===== config.mk =====
export PLATFORM = sky130hd
export DESIGN_NAME = brb_ctrl
export DESIGN_NICKNAME = d
export VERILOG_FILES = /design/src/hw/rtl/brb_pkg.sv /design/src/hw/rtl/brb_ctrl.sv
export SDC_FILE = /design/constraint.sdc
export NUM_CORES = 1
export LEC_CHECK = 0
export BUFFER_PORTS_ARGS = -buffer_cell sky130_fd_sc_hd__buf_2
export CELL_PAD_IN_SITES_DETAIL_PLACEMENT = 0
export CELL_PAD_IN_SITES_GLOBAL_PLACEMENT = 2
export CORE_MARGIN = 2
export CORE_UTILIZATION = 32
export DETAILED_ROUTE_END_ITERATION = 6
export GPL_TIMING_DRIVEN = 0
export PLACE_DENSITY_LB_ADDON = 0.1
export SETUP_SLACK_MARGIN = 0.4
export SYNTH_ARGS = -nofsm -noshare
export SYNTH_HDL_FRONTEND = slang
export SYNTH_SLANG_ARGS = --single-unit

===== constraint.sdc =====
create_clock -name clk -period 4.8 [get_ports clk]
set_input_delay 0.24 -clock clk [delete_from_list [all_inputs] [get_ports clk]]
set_output_delay 0.24 -clock clk [all_outputs]
set_load 0.005 [all_outputs]

===== src/hw/rtl/brb_pkg.sv =====
// Shared constants, word codes and types for the three-cursor byte ring buffer.
// Used by every module under hw/rtl except brb_ram; depends on nothing.
package brb_pkg;

    // Storage geometry
    localparam int DEPTH          = 4096;
    localparam int BYTES_PER_ITEM = 8;
    localparam int ADDR_W         = $clog2(DEPTH);
    localparam int CNT_W          = ADDR_W + 1;
    localparam int LANE_W         = 3;
    localparam int BANKS          = 1 << LANE_W;
    localparam int ROW_W          = ADDR_W - LANE_W;
    localparam int BANK_DEPTH     = DEPTH / BANKS;
    localparam int DATA_W         = 8 * BANKS;
    localparam int N_W            = LANE_W + 1;

    // Operation codes carried in func
    localparam logic [2:0] FN_PUSH    = 3'd0;
    localparam logic [2:0] FN_POP     = 3'd1;
    localparam logic [2:0] FN_DISCARD = 3'd2;
    localparam logic [2:0] FN_ADVW    = 3'd3;
    localparam logic [2:0] FN_ADVU    = 3'd4;
    localparam logic [2:0] FN_CLEAR   = 3'd5;
    localparam logic [2:0] FN_STATUS  = 3'd6;

    // Sequencer states
    typedef enum logic [2:0] {
        ST_IDLE,
        ST_EVAL,
        ST_SEG1,
        ST_SEG2,
        ST_CAPT,
        ST_DONE
    } state_t;

    // One contiguous run of bytes in the store
    typedef struct packed {
        logic [ADDR_W-1:0] start;  // first byte position
        logic [N_W-1:0]    n;      // bytes in the run
        logic [N_W-1:0]    off;    // byte lane of the word where the run begins
    } seg_t;

    // Decision for the word under evaluation
    typedef struct packed {
        logic           ok;
        logic           xfer;      // accepted push or pop, needs the store
        logic           pop;
        seg_t           seg1;
        logic [N_W-1:0] seg2_n;    // bytes after the wrap, from position zero
    } eval_t;

    // Counts and cursor views after an operation
    typedef struct packed {
        logic [CNT_W-1:0]  free_bytes;
        logic [CNT_W-1:0]  use_bytes;
        logic [ADDR_W-1:0] write_pos;
        logic [CNT_W-1:0]  write_span;
        logic [ADDR_W-1:0] read_pos;
        logic [CNT_W-1:0]  read_span;
        logic [ADDR_W-1:0] use_pos;
        logic [CNT_W-1:0]  use_span;
    } status_t;

endpackage


===== src/hw/rtl/brb_ctrl.sv =====
// Cursor, count and wrap-flag registers with the per-operation decision
// and the status view. Depends on brb_pkg.
module brb_ctrl
    import brb_pkg::*;
(
    input  logic             clk,
    input  logic             rst_n,
    input  logic             cfg_we,
    input  logic [CNT_W-1:0] cfg_data,
    input  logic             eval_en,
    input  logic [2:0]       func,
    input  logic [CNT_W-1:0] length,
    output eval_t            ev,
    output status_t          st
);

    logic [CNT_W-1:0]  cap_reg;
    logic [CNT_W-1:0]  free_reg, free_next;
    logic [ADDR_W-1:0] wr_reg, wr_next;
    logic [ADDR_W-1:0] rd_reg, rd_next;
    logic [ADDR_W-1:0] use_reg, use_next;
    logic              wwrap_reg, wwrap_next;
    logic              uwrap_reg, uwrap_next;

    logic [CNT_W-1:0]  cap_new;
    logic [CNT_W-1:0]  used;
    logic              len_nz, len_small, fit_free, fit_used;
    logic [CNT_W:0]    wr_sum, rd_sum, use_sum, use_nu;
    logic              wr_cross, rd_cross, use_cross;
    logic [ADDR_W-1:0] wr_adv, rd_adv;
    logic [ADDR_W-1:0] xfer_base;
    logic [CNT_W-1:0]  first;
    logic              empty;
    logic              acc_ok;

    // Capacity write: clamp into 1..DEPTH
    always_comb
    begin
        if (cfg_data == '0)
            cap_new = CNT_W'(1);
        else if (cfg_data > CNT_W'(DEPTH))
            cap_new = CNT_W'(DEPTH);
        else
            cap_new = cfg_data;
    end

    // Length checks and cursor advances
    assign used      = cap_reg - free_reg;
    assign len_nz    = length != '0;
    assign len_small = length <= CNT_W'(BYTES_PER_ITEM);
    assign fit_free  = length <= free_reg;
    assign fit_used  = length <= used;

    assign wr_sum   = {2'b00, wr_reg} + {1'b0, length};
    assign wr_cross = wr_sum >= {1'b0, cap_reg};
    assign wr_adv   = wr_cross ? ADDR_W'(wr_sum - {1'b0, cap_reg}) : wr_sum[ADDR_W-1:0];
    assign rd_sum   = {2'b00, rd_reg} + {1'b0, length};
    assign rd_cross = rd_sum >= {1'b0, cap_reg};
    assign rd_adv   = rd_cross ? ADDR_W'(rd_sum - {1'b0, cap_reg}) : rd_sum[ADDR_W-1:0];
    assign use_sum   = {2'b00, use_reg} + {1'b0, length};
    assign use_cross = use_sum >= {1'b0, cap_reg};
    assign use_nu    = use_sum - {1'b0, cap_reg};

    // Next state and acceptance
    always_comb
    begin
        wr_next    = wr_reg;
        rd_next    = rd_reg;
        use_next   = use_reg;
        free_next  = free_reg;
        wwrap_next = wwrap_reg;
        uwrap_next = uwrap_reg;
        acc_ok     = 1'b0;
        unique case (func) inside
            FN_PUSH, FN_ADVW:
            begin
                if (len_nz && fit_free && (func == FN_ADVW || len_small))
                begin
                    acc_ok    = 1'b1;
                    wr_next   = wr_adv;
                    free_next = free_reg - length;
                    if (wr_cross)
                    begin
                        wwrap_next = 1'b1;
                        uwrap_next = 1'b1;
                    end
                end
            end
            FN_POP, FN_DISCARD:
            begin
                if (len_nz && fit_used && (func == FN_DISCARD || len_small))
                begin
                    acc_ok    = 1'b1;
                    rd_next   = rd_adv;
                    free_next = free_reg + length;
                    if (rd_cross)
                        wwrap_next = 1'b0;
                end
            end
            FN_ADVU:
            begin
                if (len_nz && fit_used)
                begin
                    if (uwrap_reg)
                    begin
                        if (!use_cross)
                        begin
                            acc_ok   = 1'b1;
                            use_next = use_sum[ADDR_W-1:0];
                        end
                        else if (use_nu <= {2'b00, wr_reg})
                        begin
                            acc_ok     = 1'b1;
                            use_next   = use_nu[ADDR_W-1:0];
                            uwrap_next = 1'b0;
                        end
                    end
                    else if (use_sum <= {2'b00, wr_reg})
                    begin
                        acc_ok   = 1'b1;
                        use_next = use_sum[ADDR_W-1:0];
                    end
                end
            end
            FN_CLEAR:
            begin
                acc_ok     = 1'b1;
                wr_next    = '0;
                rd_next    = '0;
                use_next   = '0;
                free_next  = cap_reg;
                wwrap_next = 1'b0;
                uwrap_next = 1'b0;
            end
            FN_STATUS:
                acc_ok = 1'b1;
            default:
                acc_ok = 1'b0;
        endcase
    end

    // Split a transfer at the capacity boundary into at most two runs
    assign xfer_base = (func == FN_POP) ? rd_reg : wr_reg;
    assign first     = cap_reg - {1'b0, xfer_base};
    always_comb
    begin
        ev.ok         = acc_ok;
        ev.xfer       = acc_ok && (func == FN_PUSH || func == FN_POP);
        ev.pop        = func == FN_POP;
        ev.seg1.start = xfer_base;
        ev.seg1.off   = '0;
        if (length <= first)
        begin
            ev.seg1.n = length[N_W-1:0];
            ev.seg2_n = '0;
        end
        else
        begin
            ev.seg1.n = first[N_W-1:0];
            ev.seg2_n = length[N_W-1:0] - first[N_W-1:0];
        end
    end

    // State registers
    always_ff @(posedge clk or negedge rst_n)
    begin
        if (!rst_n)
        begin
            cap_reg   <= CNT_W'(DEPTH);
            free_reg  <= CNT_W'(DEPTH);
            wr_reg    <= '0;
            rd_reg    <= '0;
            use_reg   <= '0;
            wwrap_reg <= 1'b0;
            uwrap_reg <= 1'b0;
        end
        else if (cfg_we)
        begin
            cap_reg   <= cap_new;
            free_reg  <= cap_new;
            wr_reg    <= '0;
            rd_reg    <= '0;
            use_reg   <= '0;
            wwrap_reg <= 1'b0;
            uwrap_reg <= 1'b0;
        end
        else if (eval_en)
        begin
            free_reg  <= free_next;
            wr_reg    <= wr_next;
            rd_reg    <= rd_next;
            use_reg   <= use_next;
            wwrap_reg <= wwrap_next;
            uwrap_reg <= uwrap_next;
        end
    end

    // Status view of the current registers (counts modulo 2^13)
    assign empty = free_reg == cap_reg;
    always_comb
    begin
        st.free_bytes = free_reg;
        st.write_pos  = wr_reg;
        st.read_pos   = rd_reg;
        st.use_pos    = use_reg;

        if (empty)
            st.use_bytes = '0;
        else if (uwrap_reg)
            st.use_bytes = cap_reg + {1'b0, wr_reg} - {1'b0, use_reg};
        else
            st.use_bytes = {1'b0, wr_reg} - {1'b0, use_reg};

        if (free_reg == '0)
            st.write_span = '0;
        else if (wwrap_reg)
            st.write_span = {1'b0, rd_reg} - {1'b0, wr_reg};
        else
            st.write_span = cap_reg - {1'b0, wr_reg};

        if (empty)
            st.read_span = '0;
        else if (wwrap_reg)
            st.read_span = cap_reg - {1'b0, rd_reg};
        else
            st.read_span = {1'b0, wr_reg} - {1'b0, rd_reg};

        if (empty)
            st.use_span = '0;
        else if (uwrap_reg)
            st.use_span = cap_reg - {1'b0, use_reg};
        else
            st.use_span = {1'b0, wr_reg} - {1'b0, use_reg};
    end

    // Checks
    a_free_le_cap: assert property (@(posedge clk) disable iff (!rst_n)
        free_reg <= cap_reg)
        else $error("free count above capacity");

    a_cursor_in_range: assert property (@(posedge clk) disable iff (!rst_n)
        ({1'b0, wr_reg} < cap_reg) && ({1'b0, rd_reg} < cap_reg)
        && ({1'b0, use_reg} < cap_reg))
        else $error("cursor at or beyond capacity");

    a_reject_keeps_state: assert property (@(posedge clk) disable iff (!rst_n)
        eval_en && !ev.ok |=> $stable(free_reg) && $stable(wr_reg)
        && $stable(rd_reg) && $stable(use_reg))
        else $error("rejected word changed the buffer state");

endmodule

==> results of run 1 <==
==> report_power, final <==
part           total (mW)  switching [mW]  internal (mW)
logic                9.14            5.09           4.05
registers           0.922           0.264          0.658
clock network       0.797           0.326          0.471
total                10.9            5.67           5.18
==> how the worst max path moves through the flow <==
stage / from / end / slack (ns)
after CTS: use_reg[0] / ev[26] / -0.85
after global routing: use_reg[0] / ev[26] / -1.12
after detailed placement: length[1] / ev[26] / -1.52
final: use_reg[0] / ev[26] / -0.88
after global placement: length[1] / ev[26] / -1.52
after floorplan: use_reg[0] / ev[26] / -0.09
==> stage by stage <==
step,cell area (sq um),cells,hold WS [ns]
floorplan,13800,1796,-0.0556
global placement,15200,2490,0.493
detailed placement,15200,2491,0.219
CTS,17000,2587,0.121
global route,17600,2609,0.137
finish,17600,2610,0.132
==> layout by cell type (no fill, tap or decap), drive strengths merged, types with 13 or more instances in the layout <==
master | synthesis | layout
nand4 | 24 | 24
nor2b | 30 | 30
nor3 | 49 | 49
inv | 173 | 164
a211oi | 23 | 23
nand3 | 35 | 35
a31oi | 19 | 19
clkbuf | 31 | 40
fa | 27 | 27
nand2b | 24 | 24
a21o | 53 | 53
dfrtp | 62 | 62
nor2 | 136 | 136
o21a | 18 | 18
nand2 | 156 | 156
o21bai | 24 | 24
o21ai | 146 | 146
a21oi | 138 | 138
or3 | 18 | 18
clkinvlp | 0 | 13
ha | 234 | 234
mux2i | 36 | 36
xnor2 | 86 | 86
buf | 20 | 278
xor2 | 41 | 41
==> critical path: cells and delay by family, from the launching register on <==
kind | cells | cell delay, ns
adder cells (fa/ha/maj) | 4 | 1.00
buffers and inverters | 4 | 0.41
flip-flops | 1 | 0.42
AO/OA/AOI/OAI | 11 | 1.69
XOR/XNOR | 2 | 0.39
AND/OR/NAND/NOR | 6 | 1.16
==> layer usage <==
layer / global-route usage, % / wire, microns / vias to the layer above
li1: - / - / 7023
met1: 39.9 / 30000 / 7052
met2: 46.6 / 29000 / 501
met3: 3.95 / 3440 / 112
met4: 10.8 / 2510 / 2
met5: 0 / 13 / -
==> what timing repair did <==
| action | CTS | global route |
|---|---|---|
| gates cloned | 5 | 0 |
| pin swaps | 60 | 46 |
| hold endpoints to repair | 24 | 0 |
| endpoints found under the setup margin | 73 | 67 |
| gates resized for setup | 193 | 83 |
| setup buffers | 74 | 22 |
| hold buffers | 1 | 0 |
==> cell families (layout without fill, tap and decap cells) <==
group / count (synthesis) / in the layout / share of synthesized area, %
buffers and inverters: 225 / 499 / 6.48
and+or+nand+nor: 531 / 531 / 18.5
muxes: 41 / 41 / 3.05
other: 1 / 5 / 0.0275
AOI/OAI and AO/OA: 543 / 543 / 26.6
xor gates and xnor gates: 127 / 127 / 8.15
DFF: 64 / 64 / 11.8
adders and majority gates: 261 / 261 / 25.4
==> area by class of cell <==
class,count,area (sq um)
Sequential cell,64,1640
Tap cell,539,674
Clock buffer,10,239
Buffer,51,390
Clock inverter,6,91.3
Antenna cell,1,2.50
Multi-Input combinational cell,1507,12100
Inverter,174,698
Timing Repair Buffer,258,1770
Fill cell,4383,24400
==> impl_results.md, run 1 <==
- Share of layout cells above drive strength 1: 24.9%
- Most common library cells after synthesis: ha_1, inv_1, nand2_1
- CTS Sinks: 64
- Post-layout util: 41.9%
- Drt total wl: 65.0 mm
- Top post-synthesis cells by area: ha_1, dfrtp_1, xnor2_1
- Total power: 10.9 mW
- Post-synth design cell area: 0.0136 sq mm
- Fmax: 0.176 GHz
- ANT nets after route: 0
- Final period utilization: 118%
- Tmin final: 5.68 ns
- DR iter-0 viols: 1162
- Total Nets Final: 2359
- Cell accounting for the most synthesized area: ha_1
- Largest net degree at the start of global routing: 41
- CP max stage delay: 0.42 ns
- Worst Tran Pin Value: 1.08 ns
- Clock insertion delay at the later pin of the skew report: 0.38 ns
- Most common cell in the netlist: ha_1
- Max Cap Violations: 0
- Die Span Y: 210 microns
- R2R Path End: use_reg[3]
- Crit path launch type: flip-flop
- Worst EP required: 4.56 ns
- Pre-Repair DR Iteration Count: 5
- Distinct cells, synth: 90
- Vias/cell: 5.63
- Post-synth top flop: dfrtp_1
- CP Capture Type: primary output
- Worst slew margin: 27.4%
- Row Count: 75
- Reg clk slew, reported paths: 0.07 ns
- I/O pins: 161
- DRC errors left: 0
- Post-synthesis sequential area ratio: 11.8%
- # port buffers: 155
- Number of enable flip-flop cells after synthesis: 0
- Clock skew: 0.0122 ns
- Pre-CTS setup slack: -1.52 ns
- Crit-path slowest cell: dfrtp_2
- Initial antenna violation count: 2
- Beginning of the worst hold path: cfg_data[1]
- Final Setup Violations: 37
- Async SR Flop Fraction: 100%
- Die Area: 0.0443 sq mm
- Setup ws final: -0.881 ns
- Hold path cells: 3
- Setup CP Type: reg -> out
- First-pass GRT wire length: 93.1 mm
- Worst reg2reg path depth: 27
- Violated checks: setup timing
- Final hold vios: 0
- Synth Area per Inst: 7.61 sq um
- Core footprint: 0.0420 sq mm
- CTS tree: built
- Reg-to-reg startpoint: use_reg[0]
- Hold EP: cap_reg[1]
- Synth warnings: 0
- Initial core utilization: 32.4%
- Pwr dens: 617 mW/mm^2
- Gate Count Post-Synth: 1793
- Synthesis-to-layout area growth: 29.1%
- Crit path top cell by count: ha_4
- GPL Wtd Cong: 0.899
- Vias: 14700
- Leakage: 8.29 nW
- Total GRT Usage: 29.1%
- H-tree levels: 3
- CP Max Fanout: 2
- Status: finished with violations
- Synth top area share: 21.5%
- Vias in the first global route: 14000
- Die Width: 210 microns
- HP Class: in -> reg
- Global route overflow: 0
- Max VDD drop: 0.000280 V
- Total CTS buffers: 9
- Clk buf depth: 2
- Worst EP arrival: 5.44 ns
- Flop-to-flop setup slack: -0.63 ns
- DR WL/cell: 24.9 microns
- Count of state elements after synthesis: 64
- Setup Total Neg Slack: -13.75 ns
- Slew Limit Fails: 0
- CTS root buffer: clkbuf_16
- Unrepaired setup endpoints after global routing: true
- DP Wirelength: 48.6 mm
Note: power is estimated with default switching activity, not from simulation.
==> run 2, diff against run 1 <==
--- a/config.mk
+++ b/config.mk
@@ -9,7 +9,8 @@
 export CELL_PAD_IN_SITES_DETAIL_PLACEMENT = 0
 export CELL_PAD_IN_SITES_GLOBAL_PLACEMENT = 2
 export CORE_MARGIN = 2
-export CORE_UTILIZATION = 32
+export CORE_UTILIZATION = 33
+export CTS_BUF_LIST = sky130_fd_sc_hd__clkbuf_2
 export DETAILED_ROUTE_END_ITERATION = 6
 export GPL_TIMING_DRIVEN = 0
 export PLACE_DENSITY_LB_ADDON = 0.1
==> impl_results.md, run 2 (same netlist as run 1, synthesis figures left out) <==
- Dpl cell area: 0.0152 sq mm
- Worst slew margin: 23.5%
- DR WL/cell: 24.6 microns
- Total GRT Usage: 29.1%
- GPL Wtd Cong: 0.917
- Global route overflow: 0
- # port buffers: 155
- Total CTS buffers: 9
- Synthesis-to-layout area growth: 29.7%
- Vias/cell: 5.60
- DP Wirelength: 47.9 mm
- Fmax: 0.170 GHz
- HP Class: in -> reg
- Tmin final: 5.90 ns
- Worst EP required: 4.56 ns
- Pre-Repair DR Iteration Count: 5
- Clk buf depth: 2
- Largest net degree at the start of global routing: 41
- CTS Sinks: 64
- Slew Limit Fails: 0
- Total Nets Final: 2376
- First-pass GRT wire length: 92.7 mm
- CTS tree: built
- Fin cells: 2622
- Final period utilization: 123%
- Drt total wl: 64.4 mm
- CTS root buffer: clkbuf_2
- H-tree levels: 3
- Final Setup Violations: 36
- Post-layout util: 43.3%
- ANT nets after route: 0
- Clock insertion delay at the later pin of the skew report: 0.73 ns
- DRC errors left: 0
- Clock skew: 0.0621 ns
- Setup ws final: -1.10 ns
- Leakage: 8.30 nW
- Reg clk slew, reported paths: 0.26 ns
- Unrepaired setup endpoints after global routing: true
- Core footprint: 0.0408 sq mm
- Setup CP Type: reg -> out
- Vias in the first global route: 14100
- Setup Total Neg Slack: -14.53 ns
- Status: finished with violations
- Hold slack: 0.0742 ns
- Pwr dens: 609 mW/mm^2
- Die Width: 207 microns
- Most common cell after layout, fill and taps aside: ha_1
- Max Cap Violations: 0
- Design area: 0.0177 sq mm
- CP Capture Type: primary output
- Max VDD drop: 0.000265 V
- Crit path launch type: flip-flop
- Most frequent cells in the layout: ha_1, buf_2, inv_1
- I/O pins: 161
- Row Count: 74
- Die Area: 0.0430 sq mm
- DR iter-0 viols: 1040
- Vias: 14700
- Initial core utilization: 33.4%
- CP Max Fanout: 3
- Violated checks: setup timing
- Die Span Y: 207 microns
- Worst Tran Pin Value: 1.14 ns
- Placed cell count: 2484
- Initial antenna violation count: 3
- Final hold vios: 0
- Worst EP arrival: 5.66 ns
- Share of layout cells above drive strength 1: 26.5%
-- run 2: changes by cell type in the layout (fill, tap and decap cells not counted), sizes merged --
cell,previous run,this run
inv,164,162
diode,1,3
dlygate4sd3,1,15
clkbuf,40,43
bufinv,2,1
clkinv,1,4
clkinvlp,13,12
buf,278,279
-- run 2: critical path, cell delays in order, from the launching register on --
cell      delay, ns
dfrtp_2        0.45
ha_4           0.14
inv_2          0.04
fa_2           0.36
nor2b_2        0.13
o21a_1         0.13
nor2_2         0.05
xnor2_2        0.22
ha_4           0.25
or3_4          0.34
o21ai_4        0.08
a311oi_2       0.07
o21a_1         0.23
or2_4          0.27
a31oi_4        0.19
xnor2_2        0.10
ha_1           0.30
nand4_1        0.09
nor2_2         0.15
nand4_1        0.21
a22oi_2        0.27
and3_1         0.19
a22oi_2        0.07
nor4bb_1       0.16
a311oi_1       0.20
buf_4          0.14
buf_2          0.09
-- run 2: final timing paths --
path / from / endpoint / slack (ns) / cells after the start
setup reg to reg: use_reg[0] / use_reg[10] / -0.44 / 26
setup / recovery: use_reg[0] / ev[26] / -1.10 / 26
max in group asynchronous: rst_n / cap_reg[12] / 3.92 / 4
min in group asynchronous: rst_n / rd_reg[4] / 0.52 / 4
hold reg to reg: free_reg[12] / free_reg[12] / 0.57 / 2
hold / removal: cfg_data[0] / cap_reg[0] / 0.07 / 4
-- run 2: what timing repair did --
action,4_1_cts,5_1_grt
hold buffers,16,0
cloned,3,1
pin swaps,44,47
endpoints found under the setup margin,96,96
buffers inserted,64,35
endpoints found under the hold margin,89,0
gates resized for setup,188,114
-- run 2: final cells by class --
type                    instances  area [sq um]
fillers                      4273         23100
multi-input cells            1507         12300
repair buffers                275          1930
flip-flops and latches         64          1630
inverters                     174           703
well taps                     532           666
plain buffers                  51           335
clock inverters                 5          58.8
clock buffers                  11          55.1
diodes                          3          7.51
-- run 2: per-layer routing --
layer  global-route usage [%]  vias to the layer above  routed length (microns)
li1                         -                     7058                        -
met1                     39.5                     7042                    29400
met2                     46.9                      473                    29000
met3                     4.21                       96                     3520
met4                     9.98                        2                     2450
met5                        0                        -                        9
-- run 2: per-stage QoR --
| step | power (mW) | setup slack (ns) |
|---|---|---|
| floorplan | 6.21 | -0.0869 |
| finish | 10.8 | -1.10 |
| detailed placement | 8.69 | -1.45 |
| global route | 11.7 | -1.48 |
| global placement | 8.68 | -1.54 |
| CTS | 9.95 | -1.15 |
-- run 2: power breakdown --
group | internal (mW) | leakage, nW | switching [mW]
Combinational | 4.26 | 7.42 | 5.23
Clock | 0.124 | 0.0682 | 0.276
Sequential | 0.655 | 0.804 | 0.239
